<file path="src/rtl/mwvd_pkg.sv">
// ---------------------------------------------------------------------------
// mwvd_pkg: shared types and constants for the window vote debounce block
// Field widths, register indexes, reset values and payload structs.
// ---------------------------------------------------------------------------
package mwvd_pkg;

    // Fixed field widths
    localparam int PIN_W       = 24;
    localparam int FAULT_W     = 16;
    localparam int TIME_W      = 32;
    localparam int IN_BITS_W   = 16;
    localparam int FB_BITS_W   = 8;
    localparam int THR_W       = 4;
    localparam int QUIET_W     = 16;
    localparam int CFG_DATA_W  = 16;
    localparam int CFG_INDEX_W = 2;

    // Register indexes
    localparam logic [CFG_INDEX_W-1:0] REG_VOTE_THRESHOLD = 2'd0;
    localparam logic [CFG_INDEX_W-1:0] REG_QUIET_TICKS    = 2'd1;

    // Register reset values
    localparam logic [THR_W-1:0]   VOTE_THRESHOLD_RST = 4'd6;
    localparam logic [QUIET_W-1:0] QUIET_TICKS_RST    = 16'd100;

    // Parameter defaults
    localparam int NUM_INPUTS_DEF    = 16;
    localparam int NUM_FEEDBACK_DEF  = 8;
    localparam int WINDOW_LENGTH_DEF = 8;

    typedef struct packed {
        logic [PIN_W-1:0]   pin_levels;
        logic [FAULT_W-1:0] channel_faults;
        logic [TIME_W-1:0]  time_now;
    } in_item_t;

    typedef struct packed {
        logic [IN_BITS_W-1:0] input_bits;
        logic [FB_BITS_W-1:0] feedback_bits;
        logic                 inputs_changed;
        logic                 send_event;
    } out_item_t;

endpackage

</file>
<file path="src/rtl/mwvd_lane.sv">
// ---------------------------------------------------------------------------
// mwvd_lane: one channel's sample window and majority vote
// Stores the sample window and updates the filtered level on each item.
// ---------------------------------------------------------------------------
module mwvd_lane #(
    parameter int WINDOW_LENGTH = mwvd_pkg::WINDOW_LENGTH_DEF
) (
    input  logic                             aclk,
    input  logic                             aresetn,
    input  logic                             sample_en,
    input  logic [$clog2(WINDOW_LENGTH)-1:0] slot,
    input  logic                             pin_level,
    input  logic [mwvd_pkg::THR_W-1:0]       vote_threshold,
    output logic                             filtered_level
);

    localparam int CNT_W  = $clog2(WINDOW_LENGTH + 1);
    localparam int CMP_W  = (CNT_W > mwvd_pkg::THR_W) ? CNT_W : mwvd_pkg::THR_W;

    logic [WINDOW_LENGTH-1:0] window_reg;
    logic [WINDOW_LENGTH-1:0] window_next;
    logic                     filt_reg;
    logic                     filt_next;
    logic [CNT_W-1:0]         highs;
    logic [CNT_W-1:0]         lows;
    logic [CMP_W-1:0]         thr_ext;

    always_comb begin
        window_next       = window_reg;
        window_next[slot] = pin_level;
    end

    // popcount of the updated window
    always_comb begin
        highs = '0;
        for (int i = 0; i < WINDOW_LENGTH; i++) begin
            highs = highs + CNT_W'(window_next[i]);
        end
    end

    assign lows    = CNT_W'(WINDOW_LENGTH) - highs;
    assign thr_ext = CMP_W'(vote_threshold);

    always_comb begin
        filt_next = filt_reg;
        if (CMP_W'(highs) >= thr_ext) begin
            filt_next = 1'b1;
        end else if (CMP_W'(lows) >= thr_ext) begin
            filt_next = 1'b0;
        end
    end

    always_ff @(posedge aclk) begin
        if (!aresetn) begin
            window_reg <= '0;
            filt_reg   <= 1'b0;
        end else if (sample_en) begin
            window_reg <= window_next;
            filt_reg   <= filt_next;
        end
    end

    assign filtered_level = filt_reg;

endmodule

</file>
<file path="src/rtl/mwvd_merge.sv">
// ---------------------------------------------------------------------------
// mwvd_merge: combines lane levels into the result item
// Applies fault masking, change detection, quiet-time event and output reg.
// ---------------------------------------------------------------------------
module mwvd_merge #(
    parameter int NUM_INPUTS   = mwvd_pkg::NUM_INPUTS_DEF,
    parameter int NUM_FEEDBACK = mwvd_pkg::NUM_FEEDBACK_DEF
) (
    input  logic                                 aclk,
    input  logic                                 aresetn,
    input  logic                                 stage_valid,
    input  logic                                 advance,
    input  logic [NUM_INPUTS+NUM_FEEDBACK-1:0]   filt,
    input  logic [mwvd_pkg::FAULT_W-1:0]         faults,
    input  logic [mwvd_pkg::TIME_W-1:0]          time_now,
    input  logic [mwvd_pkg::QUIET_W-1:0]         quiet_ticks,
    output logic                                 m_valid,
    output mwvd_pkg::out_item_t                  m_data
);

    logic [mwvd_pkg::IN_BITS_W-1:0] in_bits;
    logic [mwvd_pkg::FB_BITS_W-1:0] fb_bits;
    logic                           changed;
    logic                           event_hit;
    logic [mwvd_pkg::TIME_W-1:0]    elapsed;

    logic [mwvd_pkg::IN_BITS_W-1:0] prev_bits_reg;
    logic [mwvd_pkg::TIME_W-1:0]    last_change_reg;
    logic                           out_valid_reg;
    mwvd_pkg::out_item_t            out_data_reg;

    for (genvar i = 0; i < mwvd_pkg::IN_BITS_W; i++) begin : g_in
        if (i < NUM_INPUTS && i < mwvd_pkg::FAULT_W) begin : g_fault
            assign in_bits[i] = filt[i] & ~faults[i];
        end else if (i < NUM_INPUTS) begin : g_plain
            assign in_bits[i] = filt[i];
        end else begin : g_none
            assign in_bits[i] = 1'b0;
        end
    end

    for (genvar j = 0; j < mwvd_pkg::FB_BITS_W; j++) begin : g_fb
        if (j < NUM_FEEDBACK) begin : g_used
            assign fb_bits[j] = filt[NUM_INPUTS + j];
        end else begin : g_none
            assign fb_bits[j] = 1'b0;
        end
    end

    assign changed   = (in_bits != prev_bits_reg);
    assign elapsed   = time_now - last_change_reg;
    assign event_hit = changed && (elapsed > mwvd_pkg::TIME_W'(quiet_ticks));

    always_ff @(posedge aclk) begin
        if (!aresetn) begin
            out_valid_reg   <= 1'b0;
            prev_bits_reg   <= '0;
            last_change_reg <= '0;
        end else if (advance) begin
            out_valid_reg <= stage_valid;
            if (stage_valid) begin
                prev_bits_reg <= in_bits;
                if (changed) begin
                    last_change_reg <= time_now;
                end
            end
        end
    end

    always_ff @(posedge aclk) begin
        if (advance && stage_valid) begin
            out_data_reg.input_bits     <= in_bits;
            out_data_reg.feedback_bits  <= fb_bits;
            out_data_reg.inputs_changed <= changed;
            out_data_reg.send_event     <= event_hit;
        end
    end

    assign m_valid = out_valid_reg;
    assign m_data  = out_data_reg;

endmodule

</file>
<file path="src/rtl/multichannel_window_vote_debounce.sv">
// ---------------------------------------------------------------------------
// multichannel_window_vote_debounce: per-channel window majority debounce
// Filters input and feedback pin levels, masks faults, flags input changes.
// ---------------------------------------------------------------------------
// Usage:
//   Input channel s_valid/s_ready/s_data carries one sample tick per item:
//   raw pin levels, per-input fault flags and the current tick count.
//   Result channel m_valid/m_ready/m_data returns one item per input item:
//   filtered input bits (0 on faulted channels), filtered feedback bits,
//   a change flag and a quiet-time event flag.
//   Configuration: cfg_wr_en/cfg_index/cfg_wdata write vote_threshold
//   (index 0) or quiet_ticks (index 1); other indexes ignored.
// Pipeline:
//   The lanes register window and level when an item is accepted, then the
//   merge stage registers the result item. One item per cycle sustained
//   while m_ready stays high; every channel has its own lane.
// Reset (aresetn low, synchronous): windows, levels, write slot, previous
//   input bits and last change time clear; registers return to 6 and 100.
// Stall: while m_ready is low the result item holds, one more item can sit
//   in the lane stage, then s_ready drops until the result is taken.
// ---------------------------------------------------------------------------
module multichannel_window_vote_debounce #(
    parameter int NUM_INPUTS    = mwvd_pkg::NUM_INPUTS_DEF,
    parameter int NUM_FEEDBACK  = mwvd_pkg::NUM_FEEDBACK_DEF,
    parameter int WINDOW_LENGTH = mwvd_pkg::WINDOW_LENGTH_DEF
) (
    input  logic                             aclk,
    input  logic                             aresetn,
    // input items
    input  logic                             s_valid,
    output logic                             s_ready,
    input  mwvd_pkg::in_item_t               s_data,
    // result items
    output logic                             m_valid,
    input  logic                             m_ready,
    output mwvd_pkg::out_item_t              m_data,
    // configuration writes
    input  logic                             cfg_wr_en,
    input  logic [mwvd_pkg::CFG_INDEX_W-1:0] cfg_index,
    input  logic [mwvd_pkg::CFG_DATA_W-1:0]  cfg_wdata
);

    localparam int NUM_CHAN = NUM_INPUTS + NUM_FEEDBACK;
    localparam int SLOT_W   = $clog2(WINDOW_LENGTH);

    // Configuration registers
    logic [mwvd_pkg::THR_W-1:0]   vote_threshold_reg;
    logic [mwvd_pkg::QUIET_W-1:0] quiet_ticks_reg;

    // Handshake and lane-stage control
    logic                          accept;
    logic                          advance;
    logic                          stage_valid_reg;
    logic                          stage_valid_next;
    logic [SLOT_W-1:0]             slot_reg;
    logic [SLOT_W-1:0]             slot_next;
    logic [mwvd_pkg::FAULT_W-1:0]  faults_reg;
    logic [mwvd_pkg::TIME_W-1:0]   time_reg;
    logic [NUM_CHAN-1:0]           filt;

    always_ff @(posedge aclk) begin
        if (!aresetn) begin
            vote_threshold_reg <= mwvd_pkg::VOTE_THRESHOLD_RST;
            quiet_ticks_reg    <= mwvd_pkg::QUIET_TICKS_RST;
        end else if (cfg_wr_en) begin
            unique case (cfg_index)
                mwvd_pkg::REG_VOTE_THRESHOLD: begin
                    vote_threshold_reg <= cfg_wdata[mwvd_pkg::THR_W-1:0];
                end
                mwvd_pkg::REG_QUIET_TICKS: begin
                    quiet_ticks_reg <= cfg_wdata[mwvd_pkg::QUIET_W-1:0];
                end
                default: begin
                end
            endcase
        end
    end

    // Lane stage moves on when the output register is free or being drained.
    assign advance = !m_valid || m_ready;
    assign s_ready = !stage_valid_reg || advance;
    assign accept  = s_valid && s_ready;

    always_comb begin
        stage_valid_next = stage_valid_reg;
        if (accept) begin
            stage_valid_next = 1'b1;
        end else if (advance) begin
            stage_valid_next = 1'b0;
        end
    end

    // Slot advances before the write, so the first sample lands in slot 1.
    assign slot_next = (slot_reg == SLOT_W'(WINDOW_LENGTH - 1)) ? '0 : slot_reg + 1'b1;

    always_ff @(posedge aclk) begin
        if (!aresetn) begin
            stage_valid_reg <= 1'b0;
            slot_reg        <= '0;
        end else begin
            stage_valid_reg <= stage_valid_next;
            if (accept) begin
                slot_reg <= slot_next;
            end
        end
    end

    // Fault flags and time ride along with the lane stage.
    always_ff @(posedge aclk) begin
        if (accept) begin
            faults_reg <= s_data.channel_faults;
            time_reg   <= s_data.time_now;
        end
    end

    // One lane per channel; channels past the pin field sample low.
    for (genvar c = 0; c < NUM_CHAN; c++) begin : g_lane
        logic lane_pin;
        if (c < mwvd_pkg::PIN_W) begin : g_pin
            assign lane_pin = s_data.pin_levels[c];
        end else begin : g_nopin
            assign lane_pin = 1'b0;
        end

        mwvd_lane #(
            .WINDOW_LENGTH (WINDOW_LENGTH)
        ) u_lane (
            .aclk           (aclk),
            .aresetn        (aresetn),
            .sample_en      (accept),
            .slot           (slot_next),
            .pin_level      (lane_pin),
            .vote_threshold (vote_threshold_reg),
            .filtered_level (filt[c])
        );
    end

    // Merge stage: masking, change detection, event and result register.
    mwvd_merge #(
        .NUM_INPUTS   (NUM_INPUTS),
        .NUM_FEEDBACK (NUM_FEEDBACK)
    ) u_merge (
        .aclk        (aclk),
        .aresetn     (aresetn),
        .stage_valid (stage_valid_reg),
        .advance     (advance),
        .filt        (filt),
        .faults      (faults_reg),
        .time_now    (time_reg),
        .quiet_ticks (quiet_ticks_reg),
        .m_valid     (m_valid),
        .m_data      (m_data)
    );

endmodule
</file>
<file path="config.mk">
export PLATFORM = sky130hd
export DESIGN_NAME = multichannel_window_vote_debounce
export DESIGN_NICKNAME = d
export VERILOG_FILES = /design/src/rtl/mwvd_pkg.sv /design/src/rtl/mwvd_lane.sv /design/src/rtl/mwvd_merge.sv /design/src/rtl/multichannel_window_vote_debounce.sv
export SDC_FILE = /design/constraint.sdc
export NUM_CORES = 1
export LEC_CHECK = 0
export BUFFER_PORTS_ARGS = -buffer_cell sky130_fd_sc_hd__buf_2
export CORE_MARGIN = 2
export CORE_UTILIZATION = 55
export DETAILED_ROUTE_END_ITERATION = 7
export GPL_TIMING_DRIVEN = 0
export PLACE_DENSITY = 0.71
export RECOVER_POWER = 50
export REMOVE_ABC_BUFFERS = 1
export SKIP_CTS_REPAIR_TIMING = 1
export SLEW_MARGIN = 20
export SYNTH_ARGS = -nofsm -noshare
export SYNTH_HDL_FRONTEND = slang
export SYNTH_SLANG_ARGS = --single-unit
</file>
<file path="constraint.sdc">
create_clock -name aclk -period 15.25 [get_ports aclk]
set_clock_uncertainty 0.2 [all_clocks]
set_input_delay 3.05 -clock aclk [delete_from_list [all_inputs] [get_ports aclk]]
set_output_delay 3.05 -clock aclk [all_outputs]
set_load 0.03 [all_outputs]
</file>
After elaboration in Yosys (flattened, before gate mapping):

Index checks and enable logic that the tools add are counted.

* bits in registers: 363

* add/subtract/negate cells: 194
* order comparisons: 51
* equality and inequality tests: 3
* multiplexer cells: 77
* bitwise gates (word level): 32
* reductions and logical operators: 62

Operators with widths (count)
* adder 4 x 1 -> 4 bit: 144
* bitwise mux 8 bit: 24
* >= comparator 4 bit: 48
* subtractor 4 bit, first input constant: 24
* AND reduction 2 bit: 27
* 2-to-1 mux 1 bit: 51
* nonzero test 2 bit: 25
* adder 1 x 1 -> 2 bit: 24
* > comparator 32 x 16 -> 1 bit: 1
* subtractor 32 bit: 1
* bitwise AND 1 bit: 16
* inequality test 16 bit: 1
* inverter 1 bit: 16
* logical AND 1 bit: 4
* less-than comparator 3 x 4 -> 1 bit, second input constant: 1
* adder 3 x 1 -> 3 bit, second input constant: 1
* demux 1 bit (select 3 bit): 1
* == test 3 bit, second input constant: 1
* >= comparator 3 x 1 -> 1 bit, second input constant: 1
* 2-to-1 mux 3 bit: 1
* AND reduction 3 bit: 1
* == test 2 x 1 -> 1 bit, second input constant: 1
* zero test 1 bit: 2
* zero test 2 bit: 1
* logical OR 1 bit: 2

Longest topological paths before layout:

* depth in word-level cells: 18
* depth in mapped cells: 20

Hierarchy:

A second synthesis with hierarchy kept.

* cells, all modules: 2915
* area, all modules: 28010.6 um^2

By module, submodules not included
* mwvd_lane: times used 24, cells an instance 90, area an instance 845.8 um^2, seq. area each 180.2 um^2
* mwvd_merge: times used 1, cells an instance 601, area an instance 5275.1 um^2, seq. area each 1761.7 um^2
* multichannel_window_vote_debounce: times used 1, cells an instance 154, area an instance 2436.1 um^2, seq. area each 1921.8 um^2

Worst setup path after synthesis:

OpenSTA, ideal clock, no wires.

* path kind: input-to-reg
* from: input port s_data[68] (netlist name)
* to: register g_lane[20].u_lane.filt_reg
* library setup time: 0.076 ns
* data arrival time: 6.754 ns
* setup slack: 8.220 ns
* cell stages on the path: 14
* cell sequence: mux2_2 -> ha_1 -> inv_1 -> fa_1 -> fa_1 -> fa_1 -> fa_1 -> ha_1 -> ha_1 -> a21o_1 -> a21o_1 -> a21oi_1 -> o21ai_0 -> a21boi_0

* longest elaborated chain between the ends: 12
* elaborated cells between the ends (all ways): 14

RTL lines
* start, declared: line multichannel_window_vote_debounce.sv:32 `input mwvd_pkg::in_item_t s_data,`
* bitwise mux 8 bit (*): line mwvd_lane.sv:30 `window_next[slot] = pin_level;`
* adder 1 x 1 -> 2 bit: line mwvd_lane.sv:37 `highs = highs + CNT_W'(window_next[i]);`
* adder 4 x 1 -> 4 bit (5 in a row): line mwvd_lane.sv:37
* adder 4 x 1 -> 4 bit (*): line mwvd_lane.sv:37
* subtractor 4 bit: line mwvd_lane.sv:41 `assign lows = CNT_W'(WINDOW_LENGTH) - highs;`
* >= comparator 4 bit: line mwvd_lane.sv:48 `end else if (CMP_W'(lows) >= thr_ext) begin`
* nonzero test 2 bit (no line)
* AND reduction 2 bit (no line)
* end signal, assigned: line mwvd_lane.sv:59 `filt_reg <= filt_next;`
* end, declared: line mwvd_lane.sv:22 `logic filt_reg;`

Mark *: on every way between the ends. The rest lies on a longest branch, timed or not.
A chain may end at the register's enable or synchronous reset.

Worst setup path in the final report:

* from: input port m_ready
* to: register g_lane[21].u_lane.window_reg[4]

* longest elaborated chain between the ends: 3

RTL lines
* start, declared: line multichannel_window_vote_debounce.sv:35 `input logic m_ready,`
* logical OR 1 bit: line multichannel_window_vote_debounce.sv:80 `assign advance = !m_valid || m_ready;`
* logical OR 1 bit: line multichannel_window_vote_debounce.sv:81 `assign s_ready = !stage_valid_reg || advance;`
* logical AND 1 bit: line multichannel_window_vote_debounce.sv:82 `assign accept = s_valid && s_ready;`
* end signal, assigned: line mwvd_lane.sv:58 `window_reg <= window_next;`
* end, declared: line mwvd_lane.sv:20 `logic [WINDOW_LENGTH-1:0] window_reg;`

No other way between the ends.

==> results by group <==
Routing
  • First-pass DRT Iterations: 5
  • Drt drc: 0
  • Post-Route WL: ~57000 um
  • Via-per-instance ratio: between 5 and 6
  • Vias: 18500
  • Iteration-0 DRC count of the detailed router: 997
  • Post-route ant nets: 0
  • Wire length per cell: 17.5 um

Pwr
  • Peak supply drop: 0.000102 V
  • Int Power: roughly 2.5 mW
  • Pwr dens: 137 nW/um^2
  • Leak: approximately 14 nW
  • Combinational Power Share: 43.8%
  • Sequential Power Share: between 20% and 30%
  • Clk pwr share: 27.9%
  • P_sw: approximately 1.3 mW
  • Switching Fraction: 34.1%

Die
  • Core footprint: approximately 45000 um^2
  • Die area: 47700 um^2
  • Ports: between 100 and 150
  • Die height: 218 um
  • DIE WIDTH: between 200 and 250 um
  • Initial cell density of the core: between 50% and 60%
  • Core Rows: 78

Placement
  • Placed cell count: ~3200
  • Buffers on Ports: 122
  • Post-DP Area: between 20000 and 30000 um^2
  • GP Congestion: 0.841
  • Hpwl dp: between 40000 and 50000 um

GRT
  • First-pass GRT wire length: ~94000 um
  • Gr usage total: 24.4%
  • Initial antenna violation count: 1
  • GRT overflow: 0
  • Vias in the first global route: ~19000
  • Largest net degree at the start of global routing: 157

Critical path
  • Most common cell on crit path: nand2_1
  • Worst path required time: between 15 and 20 ns
  • Critical path type: input pin to flip-flop
  • Critical path startpoint: m_ready
  • Crit path launch type: input pin
  • Kind of end point of the critical path: flip-flop
  • Launch point of the worst reg-to-reg path: u_merge.m_valid$_SDFFE_PN0P_
  • Cell family with most CP delay: buffers and inverters
  • CP Buf/Inv Count: 4
  • Worst path cell trace: buf_2 > nor2b_1 > nand2_1 > nand2_1 > clkinvlp_2 > clkbuf_1 > buf_16 > o211a_1
  • Worst Path Max Fanout: approximately 160
  • CP max-delay cell: clkinvlp_2
  • Worst path arrival time: roughly 9.9 ns
  • CP max stage delay: around 2.1 ns

STA
  • Max-slew headroom: -264%
  • RSZ-0062 raised after global routing: no
  • Worst Tran Pin Value: approximately 5.5 ns
  • Part of the cycle the worst path needs: 63.4%
  • Fin. max-slew vios: around 350
  • Final Critical Period: between 9 and 10 ns
  • Final hold violations: 0
  • Max Freq: between 0.1 and 0.15 GHz
  • Endpoints failing setup: 0
  • Setup TNS: 0 ns
  • Fin Hold WS: between 0.2 and 0.25 ns

Synthesis
  • Cells after Synth: between 2000 and 3000
  • Syn_area_per_cell: approximately 9.9 um^2
  • Ys async rst share: 0%
  • Prevailing post-synth register cell: dfxtp_1
  • Mapped Area: approximately 25000 um^2
  • Post-synth EDFFs: 74
  • Yosys cell types: 63
  • Ys Warns: 0
  • Seq/Total Area, Yosys: a little under a third
  • #FFs+latches synth: between 300 and 400

Status
  • Status: finished, violations left
  • Failing checks: capacitance limit, slew limit

Clock network
  • Root buf cell: clkbuf_16
  • Latest clock arrival within the worst-skew pair: ~0.57 ns
  • CTS Buf Count: 43
  • H-tree depth: 2
  • TritonCTS Sinks: around 360
  • Clk buf depth: 3
  • Worst-path clk slew: about 0.05 ns
  • CTS tree: yes

Cells and area
  • Fillers: 3696
  • Largest register FFs: about 190
  • Area grow syn2layout: 11.5%
  • Nets: around 3100
  • Post-route cell area: about 28000 um^2
  • Share of layout cells above drive strength 1: approximately 10%
  • Final Core Density: roughly 62%
  • Fin cells: ~3300

Job
  • Max-capacitance violation count: 6

Hold path
  • Worst Hold Class: flip-flop to flip-flop
  • HP Start: g_lane[18].u_lane.filtered_level$_SDFFE_PN0P_
cell type report:
class	count	area (um^2)	share of cell area [%]
Multi-Input combinational cell	1902	16200	57.6
Sequential cell	363	8010	28.4
Clock buffer	68	1370	4.86
Timing Repair Buffer	153	1020	3.63
Tap cell	600	751	2.67
Inverter	177	674	2.39
Clock inverter	10	125	0.444
Antenna cell	2	5.00	0.0178
synthesized netlist by cell type, types with 48 or more instances:
master	number	area share, %
a21o_1	88	2.6
o21ai_0	63	1.2
fa_1	97	7.7
nor2b_1	105	2.6
mux2i_1	182	7.2
mux2_2	48	2.1
o211a_1	145	5.7
nor2_1	94	1.4
a21boi_0	79	2.3
edfxtp_1	74	8.8
inv_1	176	2.6
dfxtp_1	289	23
nand2_1	315	4.7
a21oi_1	87	1.7
xnor2_1	76	2.6
ha_1	313	15
clkbuf_1	88	1.3
layout by cell type, fill, tap and decap left out, drive strengths merged, types with 4 or more instances in the layout:
master	n
buf	119
o21ai	65
clkinv	7
xnor2	76
nand4	15
o211a	145
edfxtp	74
o31ai	5
mux2	48
fa	97
nor2b	105
nand2b	30
dfxtp	289
nor2	94
a21o	88
nand3	7
inv	176
nor3	7
a21boi	79
mux2i	182
clkbuf	102
a2111oi	4
nand2	316
o21a	29
xor2	34
nor3b	26
o211ai	9
ha	313
a21oi	90
metal layers:
layer | vias up | track usage [%] | part of all wire [%]
met5 | - | 0 | 0
met2 | 340 | 43.3 | 49
li1 | 9104 | - | -
met4 | 0 | 8.84 | 3.1
met3 | 120 | 3.05 | 3.7
met1 | 8908 | 30.2 | 44
cell families (layout without fill, tap and decap cells):
group | after synthesis | after routing | synth area share (%)
AOI/OAI and AO/OA | 538 | 538 | 16.3
xor gates and xnor gates | 110 | 110 | 3.81
adders and majority gates | 410 | 410 | 23.2
buffers and inverters | 290 | 408 | 4.39
DFF | 363 | 363 | 31.7
muxes | 230 | 230 | 9.35
other | 0 | 2 | 0
and+or+nand+nor | 614 | 614 | 11.3
through the flow:
stage	power (mW)	setup slack, ns
finish	3.87	5.58
global route	4.18	4.98
CTS	3.90	8.24
detailed placement	2.80	7.79
global placement	2.69	-2.22
floorplan	2.42	3.60
power groups by stage:
stage	Clock, mW	Combinational [mW]	Sequential (mW)
after floorplan	0	1.31	1.11
final	1.08	1.69	1.09
after CTS	1.10	1.70	1.09
after global placement	0	1.58	1.11
after global routing	1.14	1.94	1.10
after detailed placement	0	1.69	1.11
worst paths after layout:
kind                                                   to  slack, ns  cells past startpoint
max reg2reg  g_lane[21].u_lane.window_reg[4]$_SDFFE_PN0P_       7.80                      7
min reg2reg                   u_merge.m_data[4]$_DFFE_PP_       0.24                      0
max          g_lane[21].u_lane.window_reg[4]$_SDFFE_PN0P_       5.58                      8
min                           u_merge.m_data[4]$_DFFE_PP_       0.24                      0
Power figures use the tool's default switching activity.
